===== src/design/ca3_pkg.sv =====
// Shared types, constants and the cell update rule of the 3D cellular automaton step block.
`default_nettype none

package ca3_pkg;

    localparam int GRID_SIZE_DEF = 16;

    localparam int STATE_W    = 2;
    localparam int DWELL_W    = 8;
    localparam int CHG_W      = 13;
    localparam int TH_W       = 7;
    localparam int SUM_W      = 7;
    localparam int PSUM_W     = 5;
    localparam int POS_W      = 4;
    localparam int CFG_IDX_W  = 3;
    localparam int CFG_DATA_W = 8;
    localparam int IN_W       = 16;
    localparam int OUT_W      = 24;

    localparam logic [CHG_W-1:0] CHG_MAX = '1;

    localparam logic NBR_FACES = 1'b0;

    localparam logic [STATE_W-1:0] CS_INACTIVE     = 2'd0;
    localparam logic [STATE_W-1:0] CS_ACTIVE       = 2'd1;
    localparam logic [STATE_W-1:0] CS_ACTIVATING   = 2'd2;
    localparam logic [STATE_W-1:0] CS_DEACTIVATING = 2'd3;

    localparam logic [CFG_IDX_W-1:0] REG_MODE     = 3'd0;
    localparam logic [CFG_IDX_W-1:0] REG_ACT_TH   = 3'd1;
    localparam logic [CFG_IDX_W-1:0] REG_DEACT_TH = 3'd2;
    localparam logic [CFG_IDX_W-1:0] REG_DWELL    = 3'd3;
    localparam logic [CFG_IDX_W-1:0] REG_TRANS    = 3'd4;

    typedef enum logic [1:0] {
        CMD_LOAD  = 2'd0,
        CMD_READ  = 2'd1,
        CMD_GEN   = 2'd2,
        CMD_CLEAR = 2'd3
    } t_cmd;

    typedef struct packed {
        logic               moore;
        logic [TH_W-1:0]    act_th;
        logic [TH_W-1:0]    deact_th;
        logic [DWELL_W-1:0] dwell_gen;
        logic               trans_en;
    } t_cfg;

    localparam t_cfg CFG_RESET = '{
        moore:     1'b0,
        act_th:    7'd4,
        deact_th:  7'd6,
        dwell_gen: 8'd0,
        trans_en:  1'b0
    };

    typedef struct packed {
        logic [STATE_W-1:0] state;
        logic [DWELL_W-1:0] dwell;
    } t_cell;

    function automatic t_cell ca3_next(t_cell cur, logic [SUM_W-1:0] sum, t_cfg cfg);
        t_cell nxt;
        nxt = cur;
        if (cfg.trans_en && (cur.state == CS_ACTIVATING || cur.state == CS_DEACTIVATING)) begin
            if (cur.dwell == cfg.dwell_gen) begin
                nxt.state = (cur.state == CS_ACTIVATING) ? CS_ACTIVE : CS_INACTIVE;
                nxt.dwell = '0;
            end else begin
                nxt.dwell = cur.dwell + DWELL_W'(1);
            end
        end else if (cur.state == CS_ACTIVE) begin
            if (sum >= cfg.deact_th) begin
                nxt.state = cfg.trans_en ? CS_DEACTIVATING : CS_INACTIVE;
            end
        end else if (cur.state == CS_INACTIVE) begin
            if (sum >= cfg.act_th) begin
                nxt.state = cfg.trans_en ? CS_ACTIVATING : CS_ACTIVE;
            end
        end
        return nxt;
    endfunction

endpackage

`default_nettype wire


===== src/design/ca3_cell.sv =====
// One stage of the neighbourhood window chain: holds one cell state code.
`default_nettype none

module ca3_cell (
    input  wire logic                         i_clk,
    input  wire logic                         i_shift,
    input  wire logic [ca3_pkg::STATE_W-1:0]  i_d,
    output logic      [ca3_pkg::STATE_W-1:0]  o_q
);
    import ca3_pkg::*;

    logic [STATE_W-1:0] r_q;

    always_ff @(posedge i_clk) begin
        if (i_shift) begin
            r_q <= i_d;
        end
    end

    assign o_q = r_q;

endmodule

`default_nettype wire


===== src/design/ca3_window.sv =====
// Chain of cells spanning three grid planes, with masked neighbour sums of the centre cell.
`default_nettype none

module ca3_window #(
    parameter int GRID_SIZE = ca3_pkg::GRID_SIZE_DEF,
    localparam int CW = $clog2(GRID_SIZE)
) (
    input  wire logic                        i_clk,
    input  wire logic                        i_shift,
    input  wire logic [ca3_pkg::STATE_W-1:0] i_d,
    input  wire logic [CW-1:0]               i_cx,
    input  wire logic [CW-1:0]               i_cy,
    input  wire logic [CW-1:0]               i_cz,
    input  wire ca3_pkg::t_cfg               i_cfg,
    output logic      [ca3_pkg::SUM_W-1:0]   o_sum,
    output logic      [ca3_pkg::STATE_W-1:0] o_centre
);
    import ca3_pkg::*;

    localparam int G2    = GRID_SIZE * GRID_SIZE;
    localparam int LAG   = G2 + GRID_SIZE + 1;
    localparam int DEPTH = 2 * LAG + 1;

    logic [STATE_W-1:0] w_q [DEPTH];
    logic [2:0]         w_okx, w_oky, w_okz;
    logic [PSUM_W-1:0]  w_ps [3];
    logic [PSUM_W-1:0]  r_ps [3];
    logic [STATE_W-1:0] r_c;

    for (genvar g = 0; g < DEPTH; g++) begin : g_cell
        if (g == 0) begin : g_head
            ca3_cell u_cell (
                .i_clk   (i_clk),
                .i_shift (i_shift),
                .i_d     (i_d),
                .o_q     (w_q[g])
            );
        end else begin : g_body
            ca3_cell u_cell (
                .i_clk   (i_clk),
                .i_shift (i_shift),
                .i_d     (w_q[g-1]),
                .o_q     (w_q[g])
            );
        end
    end

    assign w_okx = {i_cx != CW'(GRID_SIZE - 1), 1'b1, i_cx != '0};
    assign w_oky = {i_cy != CW'(GRID_SIZE - 1), 1'b1, i_cy != '0};
    assign w_okz = {i_cz != CW'(GRID_SIZE - 1), 1'b1, i_cz != '0};

    always_comb begin
        int hops;
        int off;
        for (int ix = 0; ix < 3; ix++) begin
            w_ps[ix] = '0;
            for (int iy = 0; iy < 3; iy++) begin
                for (int iz = 0; iz < 3; iz++) begin
                    hops = int'(ix != 1) + int'(iy != 1) + int'(iz != 1);
                    off  = (ix - 1) * G2 + (iy - 1) * GRID_SIZE + (iz - 1);
                    if (hops != 0 && (i_cfg.moore != NBR_FACES || hops == 1) &&
                        w_okx[ix] && w_oky[iy] && w_okz[iz]) begin
                        w_ps[ix] = w_ps[ix] + PSUM_W'(w_q[LAG - off]);
                    end
                end
            end
        end
    end

    always_ff @(posedge i_clk) begin
        r_ps <= w_ps;
        r_c  <= w_q[LAG];
    end

    assign o_sum    = SUM_W'(r_ps[0]) + SUM_W'(r_ps[1]) + SUM_W'(r_ps[2]);
    assign o_centre = r_c;

endmodule

`default_nettype wire


===== config.mk =====
export PLATFORM = sky130hd
export DESIGN_NAME = ca3_window
export DESIGN_NICKNAME = d
export VERILOG_FILES = /design/src/design/ca3_pkg.sv /design/src/design/ca3_cell.sv /design/src/design/ca3_window.sv
export SDC_FILE = /design/constraint.sdc
export NUM_CORES = 1
export LEC_CHECK = 0
export BUFFER_PORTS_ARGS = -buffer_cell sky130_fd_sc_hd__buf_2
export CAP_MARGIN = 20
export CORE_ASPECT_RATIO = 1.2
export CORE_MARGIN = 1
export CORE_UTILIZATION = 50
export CTS_CLUSTER_DIAMETER = 150
export CTS_CLUSTER_SIZE = 40
export DETAILED_ROUTE_END_ITERATION = 10
export PLACE_DENSITY_LB_ADDON = 0.08
export SYNTH_ARGS = -nofsm -noshare
export SYNTH_HDL_FRONTEND = slang
export SYNTH_SLANG_ARGS = --single-unit

===== constraint.sdc =====
create_clock -name i_clk -period 16 [get_ports i_clk]
set_input_delay 4.8 -clock i_clk [delete_from_list [all_inputs] [get_ports i_clk]]
set_output_delay 4.8 -clock i_clk [all_outputs]
set_load 0.03 [all_outputs]

==> impl_metrics.py, run 1 <==
metrics = {
    "clock_network": {
        "cts_tree": "built",
        "clk_path_buf_depth": 3,
        "cts_resized": 0,
        "ctsRootBufferMaster": "clkbuf_16",
        "clock_latency_ns": 0.66,
        "post_cts_buffers": 0,
        "clk_pin_slew_ns": 0.15,
        "ctsHtreeMaxLevel": 1,
        "cts-buffers-inserted": 31,
        "hold_buffers": 0,
        "clock_sinks": 1111,
    },
    "finish": {
        "stdcell_area_um2": 38960,
        "multi_input_area_um2": 3262,
        "layout.nets": 1748,
        "diodes": 0,
        "area.growth.synth_to_final_pct": 6.153,
        "regArea_um2": 33190,
        "num-fill-cells": 5462,
        "drive_gt1_frac": 0.06338,
    },
    "die": {
        "initial_utilization": 0.5067,
        "die_y_um": 298.8,
        "std_cell_rows": 108,
        "die_area_um2": 74500,
        "top_level_ports": 49,
        "core_um2": 72430,
        "die_w_um": 249.3,
    },
    "power": {
        "p_clk_frac": 0.216,
        "pwr_density_cell_nw_per_um2": 131.9,
        "power_uw": 5139,
        "p_sw_frac": 0.2273,
        "p_leak_uw": 0.01309,
        "combPwrFrac": 0.114,
        "pwr-share-seq": 0.671,
        "p_sw_uw": 1168,
        "p_int_uw": 3971,
        "vdd_drop_max_uv": 96.74,
    },
    "global_route": {
        "grt_pass1_vias": 12900,
        "grt.busiest_layer": "met1",
        "use_met1": 0.2025,
        "grt_pass1_wl_um": 72000,
        "grt_start_max_net_pins": 215,
        "met2_usage": 0.1621,
        "grt.overflow.total": 0,
        "track_usage": 0.1195,
        "antenna_found_initial": 1,
        "gr-usage-met3": 0.01455,
    },
    "sta": {
        "period_needed_ns": 12.23,
        "post-route-period-util": 0.7646,
        "final-setup-viol-count": 0,
        "fin_skew_ns": 0.01981,
        "rsz0062_at_grt": "no",
        "tightest_slew_ns": 1.160,
        "hold_viol": 0,
        "fin_setup_tns_ns": 0,
        "timing.fmax_mhz": 81.74,
        "relSlewSlack": 0.2264,
        "setup_slack_ns": 3.766,
        "drv_slew": 0,
    },
    "drt": {
        "routed_via_density": 5.152,
        "drc": 0,
        "postRouteAntennaNets": 0,
        "via_count": 13270,
        "drt_iter0_drc": 969,
        "drt_wl_total_um": 43970,
        "wire_per_inst_um": 17.07,
        "firstDrtPassIters": 5,
    },
    "synth": {
        "synth_seq_cells": 1111,
        "synth-edff-count": 1094,
        "synth_nets": 1686,
        "ys_seq_area_frac": 0.9043,
        "syn_area_um2": 36700,
        "synth_cells": 1568,
        "syn_avg_cell_area_um2": 23.41,
        "synth_cell_types": 59,
        "synthArstFlopShare": 0,
        "yosysWarnings": 0,
        "synth_ff_type": "edfxtp_1",
    },
    "hold_path": {
        "hold_start": "g_cell[273].g_body.u_cell.o_q[1]$_DFFE_PP_",
        "hp-class": "reg2reg",
    },
    "run": {
        "maxCapViolations": 0,
    },
    "placement": {
        "post-place-ws_ns": 3.058,
        "dp.final_hpwl_um": 22170,
        "io_buffer_count": 25,
        "gp_congestion": 0.7891,
        "placed_area_um2": 38100,
    },
    "run_status": {
        "run_status": "complete, no violations",
    },
    "critical_path": {
        "crit_family": "adder cells",
        "arrival_ns": 12.78,
        "setup.worst_path.start": "i_cz[1]",
        "start_kind": "input pin",
        "worst-path-max-fanout": 11,
        "critPathKind": "in2reg",
        "cp.required_ns": 16.55,
        "slowest_stage": "or4_1",
        "crit_path_end_kind": "flip-flop",
        "crit_path_frequent_cell": "fa_1",
        "crit_buf_inv": 5,
        "timing.rr.start": "g_cell[546].g_body.u_cell.o_q[0]$_DFFE_PP_",
        "slowest_delay_ns": 0.84,
    },
}
[cells by family (layout without fill, tap and decap cells)]
| group | count (synthesis) | in the layout | synth area share |
|---|---|---|---|
| buffers and inverters | 65 | 138 | 0.006784 |
| AO/OA/AOI/OAI | 86 | 86 | 0.01486 |
| XOR/XNOR | 42 | 42 | 0.01159 |
| AND/OR/NAND/NOR | 157 | 157 | 0.02229 |
| adder cells (fa/ha/maj) | 78 | 78 | 0.03170 |
| multiplexers | 29 | 29 | 0.008420 |
| flip-flops | 1111 | 1111 | 0.9043 |
[state kept, by name, summed over array words and instances (netlist names)]
| register | cells |
|---|---|
| o_centre | 2 |
| g_cell.g_body.u_cell.o_q | 1092 |
| g_cell.g_head.u_cell.o_q | 2 |
| r_ps | 15 |
[synth_stat cells (2+ instances only)]
| cell | n | area (um2) |
|---|---|---|
| and3_1 | 7 | 43.79 |
| nand4_1 | 9 | 56.30 |
| o21bai_1 | 2 | 15.01 |
| and4_1 | 2 | 17.52 |
| nor4_1 | 5 | 31.28 |
| clkbuf_1 | 5 | 18.77 |
| and2_1 | 4 | 25.02 |
| mux2_2 | 15 | 168.9 |
| nand3_1 | 9 | 45.04 |
| inv_1 | 55 | 206.5 |
| nor4_2 | 2 | 25.02 |
| or2_2 | 2 | 12.51 |
| a31oi_1 | 3 | 18.77 |
| a21oi_1 | 37 | 185.2 |
| nand2_1 | 42 | 157.7 |
| nand2b_1 | 2 | 12.51 |
| buf_2 | 4 | 20.02 |
| or3_1 | 4 | 25.02 |
| a2111oi_0 | 2 | 17.52 |
| o31ai_1 | 3 | 22.52 |
| nor2b_1 | 3 | 18.77 |
| fa_1 | 25 | 500.5 |
| a211oi_1 | 3 | 22.52 |
| ha_1 | 53 | 663.1 |
| a21o_1 | 9 | 67.56 |
| edfxtp_1 | 1094 | 32850 |
| or4_1 | 4 | 30.03 |
| nor2_1 | 40 | 150.1 |
| a22oi_1 | 3 | 22.52 |
| o21ai_0 | 10 | 50.05 |
| xor2_1 | 9 | 78.83 |
| nor3_1 | 10 | 50.05 |
| and2b_1 | 3 | 22.52 |
| o211ai_1 | 3 | 22.52 |
| o22ai_1 | 2 | 12.51 |
| mux2i_1 | 14 | 140.1 |
| xnor2_1 | 28 | 245.2 |
| dfxtp_1 | 17 | 340.3 |
| xnor2_2 | 2 | 32.53 |
| xnor3_1 | 2 | 45.04 |
| or4_4 | 2 | 22.52 |
[power by group through the flow]
stage	combinational, uW	clock, uW	sequential, uW
detailed placement	590	0	3510
global placement	569	0	3510
finish	584	1110	3450
global route	645	1260	3470
CTS	590	1180	3450
floorplan	416	0	3490
[final timing paths]
kind	to	slack, ns	cells past startpoint
hold / removal	o_centre[1]$_DFF_P_	0.40	0
setup / recovery	r_ps[14]$_DFF_P_	3.77	30
setup reg to reg	r_ps[14]$_DFF_P_	8.67	28
hold reg to reg	o_centre[1]$_DFF_P_	0.40	0
[metal layers]
layer  wire length [um]  share of wire
met2              18350           0.42
met1              23630           0.54
met4               1010          0.023
met3                979          0.022
met5                  0              0
[cell type report]
class / instances / share of cell area
flip-flops and latches: 1111 / 0.8519
multi-input cells: 392 / 0.08372
well taps: 935 / 0.03003
clock buffers: 42 / 0.02097
repair buffers: 38 / 0.007450
inverters: 56 / 0.005395
clock inverters: 2 / 0.0005138
[through the flow]
| step | std cells | util | hold slack, ns |
|---|---|---|---|
| after floorplan | 1568 | - | 0.3435 |
| after global placement | 2531 | 0.5260 | 0.3589 |
| after detailed placement | 2531 | 0.5260 | 0.3699 |
| after CTS | 2575 | 0.5375 | 0.4068 |
| after global routing | 2576 | 0.5379 | 0.4157 |
| final | 2576 | 0.5379 | 0.4025 |
[layout by cell type (no fill, tap or decap), drive strengths merged, types with 17 or more instances in the layout]
cell type  instances
a21oi             37
buf               38
clkbuf            42
dfxtp             17
edfxtp          1094
fa                25
ha                53
inv               58
nand2             43
nor2              42
xnor2             30
Note: power is estimated with default switching activity, not from simulation.
==> inputs of run 2 (changes only) <==
==> constraint.sdc (replaced) <==
create_clock -name i_clk -period 12.05 [get_ports i_clk]
set_input_delay 3.615 -clock i_clk [delete_from_list [all_inputs] [get_ports i_clk]]
set_output_delay 3.615 -clock i_clk [all_outputs]
set_load 0.03 [all_outputs]
==> impl_metrics.py, run 2 (same netlist as run 1, synthesis figures left out) <==
metrics = {
    "drt": {
        "via_count": 13210,
        "drt_wl_total_um": 44170,
        "drc": 0,
        "routed_via_density": 5.130,
        "wire_per_inst_um": 17.14,
        "firstDrtPassIters": 5,
        "postRouteAntennaNets": 0,
        "drt_iter0_drc": 1179,
    },
    "sta": {
        "fin_skew_ns": 0.01881,
        "final-setup-viol-count": 0,
        "fin_setup_tns_ns": 0,
        "timing.fmax_mhz": 92.42,
        "relSlewSlack": 0.1215,
        "post-route-period-util": 0.8980,
        "tightest_slew_ns": 1.318,
        "drv_slew": 0,
        "hold_viol": 0,
        "rsz0062_at_grt": "no",
        "period_needed_ns": 10.82,
    },
    "finish": {
        "fin_util": 0.5381,
        "fin_cells": 2576,
        "final_common_cell": "edfxtp_1",
        "largest_reg_flops": 1092,
        "num-fill-cells": 5436,
        "diodes": 0,
        "stdcell_area_um2": 38980,
        "layout.nets": 1748,
        "drive_gt1_frac": 0.06399,
        "area.growth.synth_to_final_pct": 6.194,
        "most-common-layout-cells": "edfxtp_1 (1094), inv_1 (55), ha_1 (53), nand2_1 (42), nor2_1 (40)",
    },
    "global_route": {
        "antenna_found_initial": 0,
        "grt_pass1_vias": 12830,
        "grt_pass1_wl_um": 71860,
        "grt.overflow.total": 0,
        "track_usage": 0.1191,
        "grt_start_max_net_pins": 228,
    },
    "critical_path": {
        "critPathKind": "in2reg",
        "slowest_stage": "or4_1",
        "slowest_delay_ns": 0.73,
        "worst-path-max-fanout": 6,
        "start_kind": "input pin",
        "crit_path_frequent_cell": "fa_1",
        "arrival_ns": 11.38,
        "crit_path_end_kind": "flip-flop",
        "cp.required_ns": 12.61,
    },
    "placement": {
        "gp_congestion": 0.7619,
        "placed_area_um2": 38120,
        "io_buffer_count": 25,
        "dp.final_hpwl_um": 22380,
        "dpl.cell_count": 2532,
    },
    "power": {
        "p_clk_frac": 0.218,
        "pwr-share-seq": 0.668,
        "combPwrFrac": 0.114,
        "p_sw_frac": 0.2272,
        "p_sw_uw": 1557,
        "p_leak_uw": 0.01309,
        "vdd_drop_max_uv": 124.2,
        "pwr_density_cell_nw_per_um2": 175.8,
        "p_int_uw": 5294,
    },
    "clock_network": {
        "clock_latency_ns": 0.66,
        "hold_buffers": 0,
        "post_cts_buffers": 0,
        "cts_tree": "built",
        "cts-buffers-inserted": 31,
        "ctsHtreeMaxLevel": 1,
        "clk_pin_slew_ns": 0.15,
        "clk_path_buf_depth": 3,
        "cts_resized": 0,
        "ctsRootBufferMaster": "clkbuf_16",
        "clock_sinks": 1111,
    },
    "die": {
        "die_y_um": 298.8,
        "die_w_um": 249.3,
        "std_cell_rows": 108,
        "initial_utilization": 0.5067,
        "top_level_ports": 49,
        "die_area_um2": 74500,
        "core_um2": 72430,
    },
    "run_status": {
        "run_status": "complete, no violations",
    },
    "run": {
        "maxCapViolations": 0,
    },
    "hold_path": {
        "hp-class": "reg2reg",
    },
}
run 2: cell types whose count changed in the layout (fill, tap and decap cells not counted), sizes merged:
cell      change
clkbuf        -1
inv           -1
bufinv        +1
clkinvlp      +1
run 2: per-stage QoR:
stage	total power (uW)	hold WS (ns)	setup slack (ns)
2_1_floorplan	5180	0.3435	1.283
3_3_place_gp	5425	0.3571	0.5597
3_5_place_dp	5447	0.3678	0.4903
4_1_cts	6955	0.4018	1.204
5_1_grt	7158	0.4160	0.7053
6_report	6850	0.3953	1.229
run 2: power by group through the flow:
stage	registers [uW]	clock network, uW	logic (uW)
floorplan	4630	0	552
global route	4600	1690	863
finish	4580	1490	781
CTS	4580	1580	790
global placement	4660	0	760
detailed placement	4660	0	786
run 2: worst paths after layout:
kind	startpoint	endpoint	slack, ns	depth (start not counted)
min reg2reg	g_cell[273].g_body.u_cell.o_q[0]$_DFFE_PP_	o_centre[0]$_DFF_P_	0.40	0
min	g_cell[273].g_body.u_cell.o_q[0]$_DFFE_PP_	o_centre[0]$_DFF_P_	0.40	0
max	i_cz[1]	r_ps[14]$_DFF_P_	1.23	30
max reg2reg	g_cell[34].g_body.u_cell.o_q[0]$_DFFE_PP_	r_ps[3]$_DFF_P_	4.73	31
run 2: area by class of cell:
cell class | instances | area, um2 | area share
well taps | 935 | 1170 | 0.03002
inverters | 56 | 210.2 | 0.005393
flip-flops and latches | 1111 | 33190 | 0.8516
clock buffers | 41 | 813.3 | 0.02087
multi-input cells | 392 | 3262 | 0.08369
clock inverters | 3 | 46.29 | 0.001188
repair buffers | 38 | 282.8 | 0.007255
run 2: layer usage:
layer,vias to the layer above,GRT usage,wire (um)
li1,6185,-,-
met4,0,0.02984,835
met3,50,0.01411,1128
met1,6864,0.2044,23920
met5,-,0,0
met2,115,0.1611,18280
run 2: worst max-delay path, delay by kind of cell:
family / cells / cell delay [ns]
XOR/XNOR: 1 / 0.13
AND/OR/NAND/NOR: 10 / 2.16
AO/OA/AOI/OAI: 2 / 0.47
buffers and inverters: 5 / 0.44
multiplexers: 3 / 0.62
adder cells (fa/ha/maj): 9 / 3.93
